==> config.mk <==
export PLATFORM = sky130hd
export DESIGN_NAME = earliest_free_worker_job_scheduler_core_flat
export DESIGN_NICKNAME = d
export VERILOG_FILES = /design/src/hdl/efws_pkg.sv /design/src/hdl/efws_job_if.sv /design/src/hdl/efws_res_if.sv /design/src/hdl/earliest_free_worker_job_scheduler_core.sv /design/src/flat_wrapper.sv
export SDC_FILE = /design/constraint.sdc
export NUM_CORES = 2
export LEC_CHECK = 0
export BUFFER_PORTS_ARGS = -buffer_cell sky130_fd_sc_hd__buf_2
export CORE_ASPECT_RATIO = 0.9
export CORE_UTILIZATION = 55
export CTS_BUF_LIST = sky130_fd_sc_hd__clkbuf_8
export DETAILED_ROUTE_END_ITERATION = 16
export PLACE_DENSITY = 0.81
export SLEW_MARGIN = 0
export SYNTH_ARGS = -nofsm -noshare
export SYNTH_HDL_FRONTEND = slang
export SYNTH_SLANG_ARGS = --single-unit
==> constraint.sdc <==
create_clock -name clk_i -period 6.1 [get_ports clk_i]
set_input_delay 0.61 -clock clk_i [delete_from_list [all_inputs] [get_ports clk_i]]
set_output_delay 0.61 -clock clk_i [all_outputs]
set_load 0.02 [all_outputs]
==> src/hdl/efws_pkg.sv <==
`timescale 1ns / 1ps

package efws_pkg;

  // Built capacity and time width
  localparam int MAX_WORKERS = 16;
  localparam int TIME_BITS   = 48;

  // Fixed field widths
  localparam int DUR_W   = 32;
  localparam int WIDX_W  = 4;
  localparam int START_W = 48;
  localparam int CFG_W   = 5;

  localparam int IDX_W   = (MAX_WORKERS > 1) ? $clog2(MAX_WORKERS) : 1;
  localparam int COUNT_W = $clog2(MAX_WORKERS + 1);

  localparam logic [TIME_BITS-1:0] TIME_MAX = {TIME_BITS{1'b1}};

  localparam logic [COUNT_W-1:0] RESET_COUNT =
    COUNT_W'((MAX_WORKERS < 16) ? MAX_WORKERS : 16);

  typedef enum logic [1:0] {
    ST_IDLE,
    ST_SCAN,
    ST_WRITE
  } efws_state_e;

  // zero means one worker, anything above capacity means all of them
  function automatic logic [COUNT_W-1:0] clamp_count(input logic [CFG_W-1:0] v);
    logic [COUNT_W-1:0] c;
    if (v == '0) begin
      c = COUNT_W'(1);
    end else if (int'(v) > MAX_WORKERS) begin
      c = COUNT_W'(MAX_WORKERS);
    end else begin
      c = COUNT_W'(v);
    end
    return c;
  endfunction

endpackage

==> src/hdl/efws_job_if.sv <==
`timescale 1ns / 1ps

interface efws_job_if;
  logic                         valid;
  logic                         ready;
  logic [efws_pkg::DUR_W-1:0]   job_duration;

  modport source (output valid, output job_duration, input ready);
  modport sink   (input valid, input job_duration, output ready);
endinterface

==> src/hdl/efws_res_if.sv <==
`timescale 1ns / 1ps

interface efws_res_if;
  logic                          valid;
  logic                          ready;
  logic [efws_pkg::WIDX_W-1:0]   worker_index;
  logic [efws_pkg::START_W-1:0]  start_time;

  modport source (output valid, output worker_index, output start_time, input ready);
  modport sink   (input valid, input worker_index, input start_time, output ready);
endinterface

==> src/hdl/earliest_free_worker_job_scheduler_core.sv <==
`timescale 1ns / 1ps
// Channel  Dir  Payload                          Transfer
// job_i    in   job_duration[31:0]               valid & ready
// res_o    out  worker_index[3:0], start_time    valid & ready
// cfg      in   cfg_wdata_i[4:0] (worker count)  cfg_we_i
//
// With n workers in use an item runs through taking the job, n-1 compare
// steps of the single comparator walking the free times, and one write.
// job_i.ready is high only while idle; a finished result sits in the output
// register, so the next job is taken while it waits.
// A stalled output holds the final write step until the register frees.
// Reset (async, low) and any config write clear every free time at once.

module earliest_free_worker_job_scheduler_core (
  input  logic                          clk_i,
  input  logic                          rst_ni,
  input  logic                          cfg_we_i,
  input  logic [efws_pkg::CFG_W-1:0]    cfg_wdata_i,
  efws_job_if.sink                      job_i,
  efws_res_if.source                    res_o
);

  localparam int TB = efws_pkg::TIME_BITS;
  localparam int IW = efws_pkg::IDX_W;

  efws_pkg::efws_state_e state_q, state_d;

  logic [TB-1:0]                   heap_q [efws_pkg::MAX_WORKERS];
  logic [efws_pkg::COUNT_W-1:0]    heap_size_q;
  logic [efws_pkg::DUR_W-1:0]      dur_q;
  logic [IW-1:0]                   scan_idx_q;
  logic [IW-1:0]                   best_idx_q;
  logic [TB-1:0]                   best_val_q;

  logic                            res_valid_q;
  logic [efws_pkg::WIDX_W-1:0]     res_idx_q;
  logic [efws_pkg::START_W-1:0]    res_start_q;

  logic          in_xfer;
  logic          job_ready;
  logic          scan_en;
  logic          write_en;
  logic          single;
  logic          scan_last;
  logic [TB-1:0] cand;
  logic [TB:0]   sum;
  logic [TB-1:0] fin;

  assign in_xfer   = job_i.valid && job_ready;
  assign single    = (heap_size_q == efws_pkg::COUNT_W'(1));
  assign scan_last = (scan_idx_q == IW'(heap_size_q - efws_pkg::COUNT_W'(1)));
  assign cand      = heap_q[scan_idx_q];
  assign sum       = {1'b0, best_val_q} + (TB + 1)'(dur_q);
  assign fin       = sum[TB] ? efws_pkg::TIME_MAX : sum[TB-1:0];

  // next state
  always_comb begin
    state_d = state_q;
    case (state_q)
      efws_pkg::ST_IDLE: begin
        if (in_xfer) begin
          state_d = single ? efws_pkg::ST_WRITE : efws_pkg::ST_SCAN;
        end
      end
      efws_pkg::ST_SCAN: begin
        if (scan_last) begin
          state_d = efws_pkg::ST_WRITE;
        end
      end
      efws_pkg::ST_WRITE: begin
        if (write_en) begin
          state_d = efws_pkg::ST_IDLE;
        end
      end
      default: state_d = efws_pkg::ST_IDLE;
    endcase
  end

  // outputs of the sequencer
  always_comb begin
    job_ready = 1'b0;
    scan_en   = 1'b0;
    write_en  = 1'b0;
    case (state_q)
      efws_pkg::ST_IDLE:  job_ready = 1'b1;
      efws_pkg::ST_SCAN:  scan_en   = 1'b1;
      efws_pkg::ST_WRITE: write_en  = !res_valid_q || res_o.ready;
      default: ;
    endcase
  end

  always_ff @(posedge clk_i or negedge rst_ni) begin
    if (!rst_ni) begin
      state_q     <= efws_pkg::ST_IDLE;
      heap_size_q <= efws_pkg::RESET_COUNT;
      res_valid_q <= 1'b0;
      for (int i = 0; i < efws_pkg::MAX_WORKERS; i++) begin
        heap_q[i] <= '0;
      end
    end else begin
      state_q <= state_d;
      if (cfg_we_i) begin
        heap_size_q <= efws_pkg::clamp_count(cfg_wdata_i);
        for (int i = 0; i < efws_pkg::MAX_WORKERS; i++) begin
          heap_q[i] <= '0;
        end
      end else if (write_en) begin
        heap_q[best_idx_q] <= fin;
      end
      if (write_en) begin
        res_valid_q <= 1'b1;
      end else if (res_o.ready) begin
        res_valid_q <= 1'b0;
      end
    end
  end

  // payload, no reset
  always_ff @(posedge clk_i) begin
    if (in_xfer) begin
      dur_q      <= job_i.job_duration;
      best_idx_q <= '0;
      best_val_q <= heap_q[0];
      scan_idx_q <= IW'(1);
    end else if (scan_en) begin
      // strict less-than keeps the lowest index on a tie
      if (cand < best_val_q) begin
        best_idx_q <= scan_idx_q;
        best_val_q <= cand;
      end
      scan_idx_q <= scan_idx_q + IW'(1);
    end
    if (write_en) begin
      res_idx_q   <= efws_pkg::WIDX_W'(best_idx_q);
      res_start_q <= efws_pkg::START_W'(best_val_q);
    end
  end

  assign job_i.ready        = job_ready;
  assign res_o.valid        = res_valid_q;
  assign res_o.worker_index = res_idx_q;
  assign res_o.start_time   = res_start_q;

endmodule

==> src/flat_wrapper.sv <==
// flat-port wrapper written by rule: the top's interface ports become plain ports
module earliest_free_worker_job_scheduler_core_flat 
  (clk_i, rst_ni, cfg_we_i, cfg_wdata_i, job_i_valid, job_i_job_duration, job_i_ready, res_o_valid, res_o_worker_index, res_o_start_time, res_o_ready);
  efws_job_if job_i_i ();
  efws_res_if res_o_i ();
  input  logic clk_i;
  input  logic rst_ni;
  input  logic cfg_we_i;
  input  logic [efws_pkg::CFG_W-1:0] cfg_wdata_i;
  input wire logic [$bits(job_i_i.valid)-1:0] job_i_valid;
  input wire logic [$bits(job_i_i.job_duration)-1:0] job_i_job_duration;
  output wire logic [$bits(job_i_i.ready)-1:0] job_i_ready;
  output wire logic [$bits(res_o_i.valid)-1:0] res_o_valid;
  output wire logic [$bits(res_o_i.worker_index)-1:0] res_o_worker_index;
  output wire logic [$bits(res_o_i.start_time)-1:0] res_o_start_time;
  input wire logic [$bits(res_o_i.ready)-1:0] res_o_ready;
  assign job_i_i.valid = job_i_valid;
  assign job_i_i.job_duration = job_i_job_duration;
  assign job_i_ready = job_i_i.ready;
  assign res_o_valid = res_o_i.valid;
  assign res_o_worker_index = res_o_i.worker_index;
  assign res_o_start_time = res_o_i.start_time;
  assign res_o_i.ready = res_o_ready;
  earliest_free_worker_job_scheduler_core u_core (.clk_i(clk_i), .rst_ni(rst_ni), .cfg_we_i(cfg_we_i), .cfg_wdata_i(cfg_wdata_i), .job_i(job_i_i), .res_o(res_o_i));
endmodule
# Word-level counts from Yosys, hierarchy flattened

Index checks and enable logic that the tools add are counted.

Register bits: 916
Logic and storage cells: 79
Output and inout port bits: 54

Add/subtract/negate cells: 3
Muxes and demuxes: 24
Bitwise operators: 2
Magnitude comparators: 5
Equality and inequality tests: 7
Reduce and logical (&&, ||, !) cells: 13

Operators with widths:

| cell                | number |
|---|---|
| $mux 768            | 2 |
| $bwmux 768          | 1 |
| $mux 48             | 7 |
| $bmux 48 s4         | 1 |
| $demux 48 s4        | 1 |
| $add 48x32->49      | 1 |
| $lt 48x48->1        | 1 |
| $ge 5x5->1 const B  | 2 |
| $mux 5              | 2 |
| $not 4->5           | 2 |
| $mux 2              | 4 |
| $reduce_bool 2->1   | 4 |
| $ne 2x1->1 const B  | 3 |
| $pmux 2 s3          | 1 |
| $eq 5x1->1 const B  | 1 |
| $gt 5x5->1 const B  | 1 |
| $logic_not 5->1     | 1 |
| $lt 5x1->1 const B  | 1 |
| $mux 1              | 5 |
| $add 4x1->4 const B | 1 |
| $eq 4x4->1          | 1 |
| $reduce_and 2->1    | 2 |
| $sub 4x1->4 const B | 1 |
| $reduce_and 3->1    | 1 |
| 6 further kinds     | 7 |

# Longest topological paths before layout

Word-level depth: 8
Depth in mapped cells: 14

# Worst setup path before layout

OpenSTA, ideal clock, no wires.

Path kind: reg-to-reg
From: register u_core.scan_idx_q[0]
To: register u_core.best_val_q[0] (enable)
Cell stages (with the launch flop): 14
Data required time: 5.393 ns
Slack: 0.410 ns
Library setup time: 0.707 ns
Arrival: 4.983 ns
Path through: dfxtp_1 > clkbuf_1 > clkbuf_1 > buf_1 > mux4_2 > mux4_2 > ha_1 > nand4_1 > nor4_1 > nand2_1 > a311o_1 > and3_1 > nand3_1 > nand3_1

Word-level cells in the longest chain between the ends: 7

Ends and longest elaborated chain:

| what                                        | RTL line                                       | source |
|---|---|---|
| from (decl)                                 | earliest_free_worker_job_scheduler_core.sv:31  | `logic [IW-1:0] scan_idx_q;` |
| from (signal assigned)                      | earliest_free_worker_job_scheduler_core.sv:131 | `scan_idx_q <= scan_idx_q + IW'(1);` |
| $not 4->5 (implied by the code)             | earliest_free_worker_job_scheduler_core.sv:52  | `assign cand = heap_q[scan_idx_q];` |
| $bmux 48 s4                                 | earliest_free_worker_job_scheduler_core.sv:52  |  |
| $mux 48 (implied by the code) (2 in series) | earliest_free_worker_job_scheduler_core.sv:52  |  |
| $lt 48x48->1                                | earliest_free_worker_job_scheduler_core.sv:127 | `if (cand < best_val_q) begin` |
| $reduce_bool 2->1 (no source line)          | -                                              |  |
| $reduce_and 2->1 (no source line)           | -                                              |  |
| to (signal assigned)                        | earliest_free_worker_job_scheduler_core.sv:123 | `best_val_q <= heap_q[0];` |
| to (signal assigned)                        | earliest_free_worker_job_scheduler_core.sv:129 | `best_val_q <= cand;` |
| to (decl)                                   | earliest_free_worker_job_scheduler_core.sv:33  | `logic [TB-1:0] best_val_q;` |

Every way passes these cells. The select of a mux whose other input is x is not followed.
A chain may end at the register's enable or synchronous reset.

# Final worst setup path

From: register u_core.scan_idx_q[0]
To: register u_core.best_val_q[33] (enable)

The elaborated chain is that of the path after synthesis.

==> results_dict.tcl <==
set metrics [dict create \
    setup_violations 0 \
    synth_seq_cells 916 \
    syn_avg_cell_area_um2 11.7 \
    worstMarginPinSlew_ps 1520 \
    cp-end-kind "flop" \
    vias 34341 \
    numCtsBuffers 145 \
    peakVddDrop_mv 0.316 \
    port_buffers 95 \
    grt_usage_pct 36.1 \
    start_util_pct 56.0 \
    synthDistinctLibCells 96 \
    gp_congestion 0.980 \
    holdCritStartpoint "cfg_wdata_i[2]" \
    whs_path_depth 3 \
    htreeDepth 4 \
    fin_skew_ps 46.8 \
    dp_slack_ps 901 \
    antenna_found_initial 4 \
    num-fill-cells 5571 \
    cp.required_ps 6630 \
    startpoint_type "flop" \
    grt_max_degree 183 \
    rsz0062_at_grt "false" \
    postSynthCellCount 3659 \
    cts_tree "done" \
    synthesis.area_um2 43000 \
    drt_iter0_markers 5755 \
    min_to "u_core.heap_size_q[2]$_DFFE_PN0P_" \
    slew_viol_final 25 \
    drive_gt1_share_pct 19.2 \
    post-route-drc-count 0 \
    whs_ps 24.4 \
    grt_overflow_total 0 \
    clkTransAtPathRegs_ps 60 \
    nets 3837 \
    syn-num-nets 3784 \
    grt_pass1_wl_mm 211 \
    die_h_um 267 \
    finalHoldViolations 0 \
    cts-root-buf "clkbuf_8" \
    maxCapViolations 1 \
    viasPerCell 7.07 \
    grt_pass1_vias 33767 \
    drt_pre_antenna_iters 8 \
    syn_to_final_growth_pct 10.9 \
    cts_setup_buffers 0 \
    die_area_um2 79300 \
    clock_sinks 916 \
    ant_nets 0 \
    synth-edff-count 132 \
    clock_path_buffers 3 \
    clk_latency_ps 830 \
    status "finished, violations left" \
    timing.rr.start "u_core.scan_idx_q[0]$_SDFFE_PP1P_" \
    min_path_type "in2reg" \
    core_um2 76800 \
    power.leakage_nw 21.1 \
    arrival_ps 5880 \
    async_reset_ff_share_pct 84.7 \
    fin_total_pwr_mw 19.3 \
    synth_ff_type "dfrtp_1" \
    post_drt_wl_per_cell_um 29.0 \
    crit_type "reg2reg" \
    layout.cells.non_filler 4858 \
    crit_path_max_fanout 63 \
    violations "max-capacitance violations, max-slew violations" \
    r2r-end "u_core.best_val_q[33]$_DFFE_PP_" \
    wirelength_mm 141 \
    yosysSeqAreaShare_pct 54.8 \
    fin_crit_ps 5350 \
    ctsResizeCount 0 \
    rr_worst_depth 12 \
    rrSetupSlack_ps 750 \
    slew_headroom_pct -1.08 \
    ioPinCount 96 \
    dp_hpwl_mm 80.7 \
    rows 96 \
    powerDensity_nw_per_um2 404 \
    fin_crit_sh_pct 87.7 \
    die_w_um 297 \
    setup_slack_ps 751 \
    post-place-cells 4561 \
    cts_hold_buf 33 \
    fmax_mhz 187 \
    yosysWarnings 0 \
    setup_tns_ps 0 \
]
-- cell usage after synthesis (15+ instances only) --
library cell,instances,share of area (%)
dfrtp_1,775,45
nand2_1,720,6.3
o21ai_0,500,5.8
a22o_1,267,5.4
mux4_2,239,13
clkbuf_1,215,1.9
edfxtp_1,132,9.2
ha_1,82,2.4
a21oi_1,80,0.93
nor2_1,72,0.63
inv_1,66,0.58
nand3_1,47,0.55
buf_2,29,0.34
a21o_1,28,0.49
clkbuf_2,28,0.33
nor3_1,22,0.26
a31oi_1,21,0.31
a211oi_1,20,0.35
o21ai_2,19,0.39
xnor2_1,17,0.35
nand4_1,16,0.23
a211o_1,15,0.31
-- logic make-up after synthesis --
family          after synthesis  share of synthesized area (%)
buf+inv                     380                           4.10
fa+ha+maj                    83                           2.43
flops                       916                           54.8
xor+xnor                     27                          0.550
simple gates                945                           9.05
mux                         255                           12.9
compound gates             1053                           16.2
-- critical path, cell delays in order (launching register included) --
cell     delay [ps]
dfxtp_4         500
buf_12          470
mux4_2          580
mux4_2          540
ha_1            320
a21o_1          110
a21o_1          110
a21oi_1          60
o21ai_0         430
nor2_1          150
o31ai_1         580
nand3_2         710
buf_12          440
-- power breakdown --
group | leakage, nW | internal [mW] | switching (mW)
combinational | 7.18 | 1.79 | 4.62
clock | 1.69 | 2.84 | 2.51
sequential | 12.2 | 6.80 | 0.701
total | 21.1 | 11.4 | 7.83
-- cell type report --
cell class | instances | area [µm²] | share of cell area, %
diodes | 2 | 5.00 | 0.0105
clock buffers | 177 | 2440 | 5.11
clock inverters | 85 | 519 | 1.09
inverters | 66 | 249 | 0.523
multi-input cells | 2363 | 17900 | 37.7
flip-flops and latches | 916 | 23600 | 49.4
well taps | 1029 | 1290 | 2.70
repair buffers | 220 | 1640 | 3.45
-- worst max-delay path by stage --
| stage | from | endpoint | slack (ps) | cells past startpoint |
|---|---|---|---|---|
| after detailed placement | u_core.scan_idx_q[0]$_SDFFE_PP1P_ | u_core.best_val_q[43]$_DFFE_PP_ | 900 | 12 |
| after global placement | u_core.scan_idx_q[0]$_SDFFE_PP1P_ | u_core.best_val_q[43]$_DFFE_PP_ | 1130 | 12 |
| after CTS | u_core.scan_idx_q[0]$_SDFFE_PP1P_ | u_core.best_val_q[43]$_DFFE_PP_ | 870 | 12 |
| after global routing | u_core.scan_idx_q[0]$_SDFFE_PP1P_ | u_core.best_val_q[33]$_DFFE_PP_ | 480 | 12 |
| after floorplan | u_core.scan_idx_q[0]$_SDFFE_PP1P_ | u_core.best_val_q[0]$_DFFE_PP_ | 410 | 13 |
| final | u_core.scan_idx_q[0]$_SDFFE_PP1P_ | u_core.best_val_q[33]$_DFFE_PP_ | 750 | 12 |
-- placed cells by master (no fill, tap or decap), types with 17 or more instances in the layout --
master	synthesis	final
a211oi_1	20	20
a21o_1	28	28
a21oi_1	80	67
a22o_1	267	267
a31oi_1	21	17
buf_2	29	94
buf_4	4	81
clkbuf_8	10	177
dfrtp_1	775	775
dlygate4sd3_1	0	33
edfxtp_1	132	132
ha_1	82	82
inv_1	66	111
mux4_2	239	239
nand2_1	720	713
nand3_1	47	46
nor2_1	72	55
nor3_1	22	22
o21ai_0	500	500
o21ai_2	19	19
xnor2_1	17	17
-- per-layer routing --
layer	GRT usage, %	share of wire, %	vias to the layer above
li1	-	-	13524
met1	47.1	34	16897
met2	50.3	42	3232
met3	17.0	18	686
met4	17.9	5.6	2
met5	0	0.016	-
-- state kept, by name (all words and copies together) (netlist names) --
register	cells
u_core.best_idx_q	4
u_core.best_val_q	48
u_core.dur_q	32
u_core.heap_q	768
u_core.heap_size_q	5
u_core.res_o.start_time	48
u_core.res_o.valid	1
u_core.res_o.worker_index	4
u_core.scan_idx_q	4
u_core.state_q	2
-- through the flow --
stage	area (µm²)	util, %
floorplan	43000	-
global placement	44400	57.8
detailed placement	44400	57.8
CTS	47600	62.1
global route	47600	62.1
finish	47600	62.1
Note: power is estimated with default switching activity, not from simulation.
